==> src/rtl/core/mkst_pkg.sv <==
// Shared constants and types for the MIDI key split and transpose block.
package mkst_pkg;

  localparam int KEY_COUNT_DEF = 128;

  localparam int BYTE_W  = 8;
  localparam int CHAN_W  = 4;
  localparam int ZCH_W   = 5;
  localparam int SPLIT_W = 8;
  localparam int XPOS_W  = 7;
  localparam int NOTE_W  = 7;
  localparam int CFG_IDX_W = 3;

  localparam logic [NOTE_W-1:0] NOTE_MAX = 7'h7f;
  localparam logic [SPLIT_W-1:0] SPLIT_LEARN = 8'hff;

  typedef enum logic [3:0] {
    MSG_NOTE_OFF      = 4'h8,
    MSG_NOTE_ON       = 4'h9,
    MSG_POLY_PRESSURE = 4'ha
  } msg_type_t;

  typedef enum logic [CFG_IDX_W-1:0] {
    REG_IN_CHANNEL      = 3'd0,
    REG_ZONE1_CHANNEL   = 3'd1,
    REG_ZONE2_CHANNEL   = 3'd2,
    REG_SPLIT_NOTE      = 3'd3,
    REG_ZONE1_TRANSPOSE = 3'd4,
    REG_ZONE2_TRANSPOSE = 3'd5
  } cfg_reg_t;

  localparam logic [CHAN_W-1:0]  IN_CHANNEL_RST      = 4'd0;
  localparam logic [ZCH_W-1:0]   ZONE1_CHANNEL_RST   = 5'd0;
  localparam logic [ZCH_W-1:0]   ZONE2_CHANNEL_RST   = 5'd1;
  localparam logic [SPLIT_W-1:0] SPLIT_NOTE_RST      = 8'd60;
  localparam logic [XPOS_W-1:0]  ZONE1_TRANSPOSE_RST = 7'd0;
  localparam logic [XPOS_W-1:0]  ZONE2_TRANSPOSE_RST = 7'd0;

  // Add a signed transpose to a key and clamp to the note range.
  function automatic logic [NOTE_W-1:0] clamp_note(input logic [NOTE_W-1:0] key,
                                                    input logic [XPOS_W-1:0] xpos);
    logic [NOTE_W+1:0] sum;
    sum = {2'b00, key} + {{(NOTE_W+2-XPOS_W){xpos[XPOS_W-1]}}, xpos};
    if (sum[NOTE_W+1]) begin
      clamp_note = '0;
    end else if (sum[NOTE_W]) begin
      clamp_note = NOTE_MAX;
    end else begin
      clamp_note = sum[NOTE_W-1:0];
    end
  endfunction

endpackage

==> src/rtl/core/midi_key_split_transpose.sv <==
// MIDI keyboard split with per-zone output channel and transpose.
//
// Requests on the in_ channel carry one three-byte MIDI message each; every
// request yields exactly one message on the out_ channel, in order.
// Note-on, note-off and poly pressure on the configured input channel are
// routed to zone 1 or zone 2 by the split key and remapped; all else passes.
// The input accept loads stage one; the stage-one advance loads the output
// register that drives out_valid. Throughput is one request per cycle while
// the receiver does not stall: stage one holds the message and its per-key
// transpose read from the RAM; on its advance the result is computed, the RAM
// written back and the output register filled. A write-back hitting the key
// read in the same cycle is forwarded. When the receiver stalls, the output
// register holds, stage one fills, and in_ready drops only when both are full.
// Reset clears all per-key valid flags at once, drops any learned split and
// loads register defaults; the block accepts requests right after reset.
// cfg_ready is always high; write configuration only while the block is idle.
module midi_key_split_transpose #(
  parameter int KEY_COUNT = mkst_pkg::KEY_COUNT_DEF
) (
  input  logic                            clk,
  input  logic                            rst_n,
  input  logic                            in_valid,
  output logic                            in_ready,
  input  logic [mkst_pkg::BYTE_W-1:0]     in_status_byte,
  input  logic [mkst_pkg::BYTE_W-1:0]     in_first_data,
  input  logic [mkst_pkg::BYTE_W-1:0]     in_second_data,
  output logic                            out_valid,
  input  logic                            out_ready,
  output logic [mkst_pkg::BYTE_W-1:0]     out_status,
  output logic [mkst_pkg::BYTE_W-1:0]     out_first,
  output logic [mkst_pkg::BYTE_W-1:0]     out_second,
  input  logic                            cfg_valid,
  output logic                            cfg_ready,
  input  logic [mkst_pkg::CFG_IDX_W-1:0]  cfg_index,
  input  logic [mkst_pkg::BYTE_W-1:0]     cfg_data
);

  import mkst_pkg::*;

  localparam int KEY_W = $clog2(KEY_COUNT);

  logic [CHAN_W-1:0]  in_channel_r;
  logic [ZCH_W-1:0]   zone1_channel_r;
  logic [ZCH_W-1:0]   zone2_channel_r;
  logic [SPLIT_W-1:0] split_note_r;
  logic [XPOS_W-1:0]  zone1_transpose_r;
  logic [XPOS_W-1:0]  zone2_transpose_r;
  logic               learned_vld_r;
  logic [NOTE_W-1:0]  learned_split_r;

  logic [KEY_COUNT-1:0] key_vld_r;

  logic              s1_valid_r;
  logic [BYTE_W-1:0] s1_status_r;
  logic [BYTE_W-1:0] s1_first_r;
  logic [BYTE_W-1:0] s1_second_r;
  logic              fwd_hit_r;
  logic [XPOS_W-1:0] fwd_val_r;

  logic              out_valid_r;
  logic [BYTE_W-1:0] out_status_r;
  logic [BYTE_W-1:0] out_first_r;
  logic [BYTE_W-1:0] out_second_r;

  logic              in_fire;
  logic              s1_adv;
  logic [XPOS_W-1:0] ram_rd_data;

  logic [3:0]         s1_type;
  logic [CHAN_W-1:0]  s1_chan;
  logic [NOTE_W-1:0]  s1_key;
  logic [KEY_W-1:0]   s1_addr;
  logic               s1_note_on;
  logic               s1_note_off;
  logic               s1_poly;
  logic               s1_remap;
  logic [SPLIT_W-1:0] s1_split;
  logic               s1_zone1;
  logic [ZCH_W-1:0]   s1_zch;
  logic [XPOS_W-1:0]  s1_ztr;
  logic [CHAN_W-1:0]  s1_och;
  logic [XPOS_W-1:0]  s1_stored;
  logic               s1_entry_vld;
  logic               s1_wr_en;
  logic [3:0]         s1_type_norm;
  logic [BYTE_W-1:0]  out_status_nxt;
  logic [BYTE_W-1:0]  out_first_nxt;

  assign cfg_ready = 1'b1;
  assign s1_adv    = s1_valid_r && (!out_valid_r || out_ready);
  assign in_ready  = !s1_valid_r || s1_adv;
  assign in_fire   = in_valid && in_ready;

  // Decode and remap the message held in stage one.
  always_comb begin
    s1_type      = s1_status_r[7:4];
    s1_chan      = s1_status_r[3:0];
    s1_key       = s1_first_r[NOTE_W-1:0];
    s1_addr      = s1_first_r[KEY_W-1:0];
    s1_note_on   = (s1_type == MSG_NOTE_ON) && (s1_second_r[NOTE_W-1:0] != '0);
    s1_note_off  = (s1_type == MSG_NOTE_OFF) ||
                   ((s1_type == MSG_NOTE_ON) && (s1_second_r[NOTE_W-1:0] == '0));
    s1_poly      = (s1_type == MSG_POLY_PRESSURE);
    s1_remap     = (s1_chan == in_channel_r) && (s1_note_on || s1_note_off || s1_poly);
    s1_split     = learned_vld_r ? {1'b0, learned_split_r} : split_note_r;
    s1_zone1     = $signed({1'b0, s1_key}) < $signed(s1_split);
    s1_zch       = s1_zone1 ? zone1_channel_r : zone2_channel_r;
    s1_ztr       = s1_zone1 ? zone1_transpose_r : zone2_transpose_r;
    s1_och       = s1_zch[ZCH_W-1] ? s1_chan : s1_zch[CHAN_W-1:0];
    s1_stored    = fwd_hit_r ? fwd_val_r : ram_rd_data;
    s1_entry_vld = key_vld_r[s1_addr];
    s1_wr_en     = s1_adv && s1_remap && s1_note_on;
    s1_type_norm = s1_note_off ? MSG_NOTE_OFF : s1_type;

    out_status_nxt = s1_status_r;
    out_first_nxt  = s1_first_r;
    if (s1_remap) begin
      out_status_nxt = {s1_type_norm, s1_och};
      if (s1_note_off) begin
        out_first_nxt = s1_entry_vld ? {1'b0, clamp_note(s1_key, s1_stored)} : '0;
      end else begin
        out_first_nxt = {1'b0, clamp_note(s1_key, s1_ztr)};
      end
    end
  end

  mkst_ram #(
    .WIDTH (XPOS_W),
    .DEPTH (KEY_COUNT)
  ) u_xpos_ram (
    .clk     (clk),
    .wr_en   (s1_wr_en),
    .wr_addr (s1_addr),
    .wr_data (s1_ztr),
    .rd_en   (in_fire),
    .rd_addr (in_first_data[KEY_W-1:0]),
    .rd_data (ram_rd_data)
  );

  always_ff @(posedge clk) begin
    if (!rst_n) begin
      in_channel_r      <= IN_CHANNEL_RST;
      zone1_channel_r   <= ZONE1_CHANNEL_RST;
      zone2_channel_r   <= ZONE2_CHANNEL_RST;
      split_note_r      <= SPLIT_NOTE_RST;
      zone1_transpose_r <= ZONE1_TRANSPOSE_RST;
      zone2_transpose_r <= ZONE2_TRANSPOSE_RST;
      learned_vld_r     <= 1'b0;
      learned_split_r   <= '0;
      key_vld_r         <= '0;
      s1_valid_r        <= 1'b0;
      out_valid_r       <= 1'b0;
      fwd_hit_r         <= 1'b0;
    end else begin
      if (cfg_valid && cfg_ready) begin
        case (cfg_index)
          REG_IN_CHANNEL:      in_channel_r      <= cfg_data[CHAN_W-1:0];
          REG_ZONE1_CHANNEL:   zone1_channel_r   <= cfg_data[ZCH_W-1:0];
          REG_ZONE2_CHANNEL:   zone2_channel_r   <= cfg_data[ZCH_W-1:0];
          REG_SPLIT_NOTE: begin
            split_note_r  <= cfg_data[SPLIT_W-1:0];
            learned_vld_r <= 1'b0;
          end
          REG_ZONE1_TRANSPOSE: zone1_transpose_r <= cfg_data[XPOS_W-1:0];
          REG_ZONE2_TRANSPOSE: zone2_transpose_r <= cfg_data[XPOS_W-1:0];
          default: ;
        endcase
      end

      if (s1_adv && s1_remap) begin
        if (s1_note_on) begin
          key_vld_r[s1_addr] <= 1'b1;
          if (!learned_vld_r && (split_note_r == SPLIT_LEARN)) begin
            learned_vld_r   <= 1'b1;
            learned_split_r <= s1_key;
          end
        end else if (s1_note_off) begin
          key_vld_r[s1_addr] <= 1'b0;
        end
      end

      if (in_fire) begin
        s1_valid_r <= 1'b1;
        fwd_hit_r  <= s1_wr_en && (s1_addr == in_first_data[KEY_W-1:0]);
      end else if (s1_adv) begin
        s1_valid_r <= 1'b0;
      end

      if (s1_adv) begin
        out_valid_r <= 1'b1;
      end else if (out_ready) begin
        out_valid_r <= 1'b0;
      end
    end
  end

  always_ff @(posedge clk) begin
    if (in_fire) begin
      s1_status_r <= in_status_byte;
      s1_first_r  <= in_first_data;
      s1_second_r <= in_second_data;
      fwd_val_r   <= s1_ztr;
    end
    if (s1_adv) begin
      out_status_r <= out_status_nxt;
      out_first_r  <= out_first_nxt;
      out_second_r <= s1_second_r;
    end
  end

  assign out_valid  = out_valid_r;
  assign out_status = out_status_r;
  assign out_first  = out_first_r;
  assign out_second = out_second_r;

  a_no_overrun: assert property (@(posedge clk) disable iff (!rst_n)
    s1_valid_r && !s1_adv |-> !in_ready)
    else $error("input accepted while stage one is blocked");

  a_note_on_marks: assert property (@(posedge clk) disable iff (!rst_n)
    s1_wr_en |=> key_vld_r[$past(s1_addr)])
    else $error("note-on did not mark its key entry");

  a_note_off_clears: assert property (@(posedge clk) disable iff (!rst_n)
    s1_adv && s1_remap && s1_note_off |=> !key_vld_r[$past(s1_addr)])
    else $error("note-off did not clear its key entry");

  a_unheld_off_zero: assert property (@(posedge clk) disable iff (!rst_n)
    s1_adv && s1_remap && s1_note_off && !s1_entry_vld |=> out_first_r == '0)
    else $error("note-off on an unheld key gave a nonzero note");

endmodule

==> src/rtl/core/mkst_ram.sv <==
// Generic single-write, single-read RAM with registered read data.
module mkst_ram #(
  parameter int WIDTH = 8,
  parameter int DEPTH = 128
) (
  input  logic                     clk,
  input  logic                     wr_en,
  input  logic [$clog2(DEPTH)-1:0] wr_addr,
  input  logic [WIDTH-1:0]         wr_data,
  input  logic                     rd_en,
  input  logic [$clog2(DEPTH)-1:0] rd_addr,
  output logic [WIDTH-1:0]         rd_data
);

  logic [WIDTH-1:0] mem [DEPTH];

  always_ff @(posedge clk) begin
    if (wr_en) begin
      mem[wr_addr] <= wr_data;
    end
    if (rd_en) begin
      rd_data <= mem[rd_addr];
    end
  end

endmodule
==> config.mk <==
export PLATFORM = sky130hd
export DESIGN_NAME = midi_key_split_transpose
export DESIGN_NICKNAME = d
export VERILOG_FILES = /design/src/rtl/core/mkst_pkg.sv /design/src/rtl/core/midi_key_split_transpose.sv /design/src/rtl/core/mkst_ram.sv
export SDC_FILE = /design/constraint.sdc
export NUM_CORES = 1
export LEC_CHECK = 0
export BUFFER_PORTS_ARGS = -buffer_cell sky130_fd_sc_hd__buf_2
export CELL_PAD_IN_SITES_DETAIL_PLACEMENT = 0
export CELL_PAD_IN_SITES_GLOBAL_PLACEMENT = 1
export CORE_ASPECT_RATIO = 0.5
export CORE_UTILIZATION = 57
export CTS_BUF_LIST = sky130_fd_sc_hd__clkbuf_4
export DETAILED_ROUTE_END_ITERATION = 7
export PLACE_DENSITY = 0.82
export REMOVE_ABC_BUFFERS = 1
export SYNTH_ARGS = -nofsm -noshare
export SYNTH_HDL_FRONTEND = slang
export SYNTH_HIERARCHICAL = 1
export SYNTH_SLANG_ARGS = --single-unit
==> constraint.sdc <==
create_clock -name clk -period 6.32 [get_ports clk]
set_input_delay 0.316 -clock clk [delete_from_list [all_inputs] [get_ports clk]]
set_output_delay 0.316 -clock clk [all_outputs]
set_load 0.005 [all_outputs]
# Word level (Yosys, flattened, before mapping)
# Memories as Yosys holds them, arrays and structs flattened. A register that Yosys moved wholly into a read port is not among the register bits.
# Index checks and enable logic that the tools add are counted.
totals:
  n_memories: 1
  regBits: 230
  wordCells: 102
  ram_bits: 896
mem_list:
  columns: ["memory", "words", "word_bits", "read_ports", "rd_clocked_by_memory_dff", "write_ports", "line", "text"]
  rows:
  - ["u_xpos_ram.mem", 128, 7, 1, 1, 1, "mkst_ram.sv:15", "logic [WIDTH-1:0] mem [DEPTH];"]
classes:
  order_cmp: 3
  n_bitwise: 3
  n_mux: 31
  eq_ne: 11
  add_sub_neg: 2
  n_reduce_logical: 32
ops:
  columns: ["op", "n"]
  rows:
  - ["$mux 128", 2]
  - ["$and 128x128->128", 1]
  - ["$not 128->128", 1]
  - ["$or 128x128->128", 1]
  - ["$mux 7", 8]
  - ["$mux 8", 3]
  - ["$add 8x7->9", 2]
  - ["$reduce_and 2->1", 7]
  - ["$mux 1", 13]
  - ["$eq 4x4->1 const B", 3]
  - ["$logic_and 1x1->1", 10]
  - ["$eq 8x8->1 const B", 1]
  - ["$lt 7x8->1 const B", 1]
  - ["$lt 8x8->1", 1]
  - ["$mux 4", 2]
  - ["$bmux 1 s7", 1]
  - ["$demux 1 s7", 1]
  - ["$eq 7x7->1", 1]
  - ["$ge 7x1->1 const B", 1]
  - ["$logic_not 7->1", 1]
  - ["$reduce_bool 7->1", 1]
  - ["$eq 3x2->1 const B", 2]
  - ["$eq 3x3->1 const B", 2]
  - ["$reduce_bool 2->1", 3]
  - ["7 further kinds", 13]

# Logic depth before layout (Yosys ltp)
logic_depth:
  depth_word: 10
  mapped_depth: 18
  mapped_depth_nobuf: 16

# By module
# The synthesis kept the hierarchy.
by_module_without_submodules:
  columns: ["mod", "area_each_um2", "instances", "cells_each"]
  rows:
  - ["mkst_ram", 34877.2, 1, 1453]
  - ["midi_key_split_transpose", 11928.9, 1, 1168]

# Worst setup path after synthesis
# Ideal clock, no wire load.
synth_path:
  kind: "flip-flop to flip-flop"
  from: "register learned_vld_r"
  to: "register out_first_r[0] (netlist: out_first[0]), data pin"
  setup_ns: 0.276
  t_required_ns: 6.044
  path_stages_with_launch: 19
  n_path_buf: 2
  period_less_slack_ns: 5.195
  setup_slack_ns: 1.125
  arrival_time_ns: 4.918
  cell_sequence: "dfxtp_1 > buf_4 > mux2i_1 > ha_1 > and4_1 > a2111oi_4 > o21ai_4 > buf_2 > mux2_2 > ha_1 > inv_1 > fa_1 > nor2b_1 > o21ai_0 > a21boi_0 > o211ai_1 > and3_1 > o21ai_0 > o221ai_1"
synth_between:
  elab_chain_cells: 8
synth_rtl:
  columns: ["item", "line", "text"]
  rows:
  - ["start: declaration", "midi_key_split_transpose.sv:48", "logic learned_vld_r;"]
  - ["start signal: assignment", "midi_key_split_transpose.sv:148", "learned_vld_r <= 1'b0;"]
  - ["start signal: assignment", "midi_key_split_transpose.sv:162", "learned_vld_r <= 1'b0;"]
  - ["start signal: assignment", "midi_key_split_transpose.sv:174", "learned_vld_r <= 1'b1;"]
  - ["$mux 8 *", "midi_key_split_transpose.sv:105", "s1_split = learned_vld_r ? {1'b0, learned_split_r} : split_note_r;"]
  - ["$lt 8x8->1 *", "midi_key_split_transpose.sv:106", "s1_zone1 = $signed({1'b0, s1_key}) < $signed(s1_split);"]
  - ["$mux 7 *", "midi_key_split_transpose.sv:108", "s1_ztr = s1_zone1 ? zone1_transpose_r : zone2_transpose_r;"]
  - ["net s1_ztr[0]", "midi_key_split_transpose.sv:80", "logic [XPOS_W-1:0] s1_ztr;"]
  - ["$add 8x7->9 *", "mkst_pkg.sv:43", "sum = {2'b00, key} + {{(NOTE_W+2-XPOS_W){xpos[XPOS_W-1]}}, xpos};"]
  - ["$mux 7", "mkst_pkg.sv:46", "end else if (sum[NOTE_W]) begin"]
  - ["$mux 7 *", "mkst_pkg.sv:44", "if (sum[NOTE_W+1]) begin"]
  - ["$mux 7 *", "midi_key_split_transpose.sv:119", "if (s1_note_off) begin"]
  - ["$mux 8 *", "midi_key_split_transpose.sv:117", "if (s1_remap) begin"]
  - ["net out_first_nxt[0]", "midi_key_split_transpose.sv:87", "logic [BYTE_W-1:0] out_first_nxt;"]
  - ["end signal: assignment", "midi_key_split_transpose.sv:206", "out_first_r <= out_first_nxt;"]
  - ["end: declaration", "midi_key_split_transpose.sv:62", "logic [BYTE_W-1:0] out_first_r;"]
# Mark *: on every way through the listed nets, which the timed path passes. The rest lies on a longest branch.
# A chain may end at the register's enable or synchronous reset.

# Worst setup path after layout
# Ends and elaborated chain as after synthesis.

==> qor.csv <==
metric,value,unit
status,"finished, final reports clean",
I/O pin count,67,
Critical Path Max Stage Delay,0.65,ns
CTS Buf Count,238,
Slew headroom,0.171,
final period utilization,0.796,
I/O Buffers,65,
R2R depth,16,
worst path buffer plus inverter count,1,
CP endpoint kind,flip-flop,
core area,0.0804,mm²
sequential element share of the synthesized area,0.689,
Slew Limit Fails,0,
Crit path max-delay family,compound AO/OA/AOI/OAI gates,
type of origin of the critical path,flip-flop,
vias in the first global route,25509,
maximum capacitance violations,0,
Worst Path Required,7.10,ns
total grt overflow,0,
area grow syn2layout,11.1,%
Die W,407,µm
Hold Path Stages,4,
vias,25291,
Ys Warns,6,
Vias/cell,6.09,
CP Depth,16,
Hold WS,0.166,ns
CP Max Fanout,31,
R2R setup slack,1.29,ns
"count leader, synth",edfxtp_1,
layout cell share with drive strength beyond 1,0.279,
post-CTS resize count,0,
type of the most critical hold path,in2reg,
drt pass-1 iters,7,
top_reg_cell synth,edfxtp_1,
Root Driver,clkbuf_4,
Max VDD drop,0.179,mV
post-synthesis cell area,0.0468,mm²
initial antenna violation count,3,
clk buf depth,3,
DRT Wirelength,107,mm
CTS Hold Bufs,76,
# nets final,2952,
Leak,15.8,nW
Synth area leaders,"edfxtp_1 61%, mux4_2 15%, dfxtp_1 7.5%",
DRT antenna net count,0,
post-route cell area,0.0520,mm²
"area leader, netlist",edfxtp_1,
critical path class,reg2reg,
unrepaired setup endpoints after global routing,false,
Placed Area,0.0481,mm²
Power Density,276,mW/mm²
Post-CTS Setup Repair Bufs,0,
worst skew pair latency,1.10,ns
initial DRC count,2630,
HPWL after detailed placement,62.2,mm
Routed WL per cell,25.8,µm
Residual DRC,0,
CTS tree,done,
synth cell count leaders,"958 x edfxtp_1, 305 x mux4_2, 200 x nand2_1",
Netlist cell types,81,
Layout fillers,5537,
Initial Utilization,0.582,
"Hold Vio Cnt, Final",0,
"EDFF count, synth",958,
Fin Setup TNS,0,ns
f_max,0.199,GHz
Mapped Avg Cell Area,17.9,µm²
cell count after synthesis,2621,
first-pass GRT wire length,161,mm
"FFs w/ async S/R, synth",0,
Clock Sinks,1133,
critical path's slowest cell,dfxtp_1,
Worst-path clk slew,0.07,ns
Tot Pwr,14.4,mW
Die Span Y,205,µm
#FFs+latches synth,1133,
crit-path cells,mux2i_1 -> ha_1 -> and4_1 -> a2111oi_4 -> o21ai_4 -> mux2_4 -> ha_1 -> inv_1 -> fa_1 -> nor2b_1 -> o21ai_0 -> a21boi_0 -> o211ai_1 -> and3_1 -> o21ai_0 -> o221ai_1,
# setup viols final,0,
GPL Wtd Cong,0.834,
CP arrival,5.81,ns
die area,0.0833,mm²
area of the multi-input gates,0.0137,mm²
Register Area,0.0323,mm²
worst slew pin tran,1.23,ns
largest net degree at the start of global routing,118,
min cycle time layout,5.03,ns
row count,73,
H-tree levels,4,
Synth top area share,0.615,
Clock Skew,0.0866,ns
overall routing resource usage,0.261,
-- layout make-up --
cell class / count / area share
clock inverters: 40 / 0.00532
well taps: 1087 / 0.0262
clock buffers: 376 / 0.0543
multi-input cells: 1316 / 0.264
diodes: 3 / 0.000144
repair buffers: 181 / 0.0281
flip-flops and latches: 1133 / 0.621
inverters: 18 / 0.00135
-- cells by family after synthesis --
group | synth area share
multiplexers | 0.194
adder cells (fa/ha/maj) | 0.00674
AND/OR/NAND/NOR | 0.0680
other | 0.0000801
buffers and inverters | 0.0180
flip-flops | 0.689
XOR/XNOR | 0.00356
AO/OA/AOI/OAI | 0.0198
-- routing by layer --
layer	up-vias	track usage	routed length, µm
met5	-	0	0
met4	0	0.0751	1680
met3	139	0.0598	9560
met2	1153	0.421	52300
met1	13028	0.362	43500
li1	10971	-	-
-- power breakdown --
group          switching, mW  internal (mW)
Sequential            0.0154           8.07
Combinational          0.413          0.279
Clock                   2.75           2.83
-- metrics by stage --
step / setup WS, ns / std cells / util
after global routing: 0.993 / 4153 / 0.647
after detailed placement: 1.37 / 3659 / 0.599
after floorplan: 0.464 / 2467 / -
after CTS: 1.34 / 4151 / 0.647
after global placement: 1.43 / 3659 / 0.599
final: 1.29 / 4154 / 0.647
-- path summary, 6_finish.rpt --
check,from,endpoint
setup / recovery,learned_vld_r,out_first[0]
hold / removal,cfg_data[6],zone2_transpose_r[6]
setup reg to reg,learned_vld_r,out_first[0]
hold reg to reg,s1_second_r[7],out_second[7]
-- cell usage in the layout, fill, tap and decap left out, drive strengths merged, types with 4 or more instances in the layout --
cell type    synthesis  layout
a2111oi              4       4
a21boi               7       7
a21oi               15      15
a221oi              10      10
a22oi                6       6
and2                 4       4
and3                 4       4
buf                 60     105
bufinv               0       4
clkbuf              94     376
clkinv               0      32
dfxtp              175     175
dlygate4sd3          0      76
edfxtp             958     958
ha                  22      22
inv                 18      20
mux2                28      28
mux2i              190     190
mux4               305     305
nand2              201     201
nand3               21      21
nand4                9       9
nor2               156     156
nor2b              184     184
nor3                29      29
nor3b                4       4
o211ai               8       8
o21a                 8       8
o21ai               15      15
o221ai               8       8
o22ai                4       4
or3                  5       5
xnor2               12      12
xor2                 7       7
-- worst register-to-register path: cells and delay by family (launching register included) --
| kind | cells | cell delay (ns) |
|---|---|---|
| DFF | 1 | 0.65 |
| and+or+nand+nor | 3 | 0.54 |
| adders and majority gates | 3 | 0.93 |
| buffers and inverters | 1 | 0.06 |
| muxes | 2 | 0.73 |
| AOI/OAI and AO/OA | 7 | 1.86 |
Note: power is estimated with default switching activity, not from simulation.
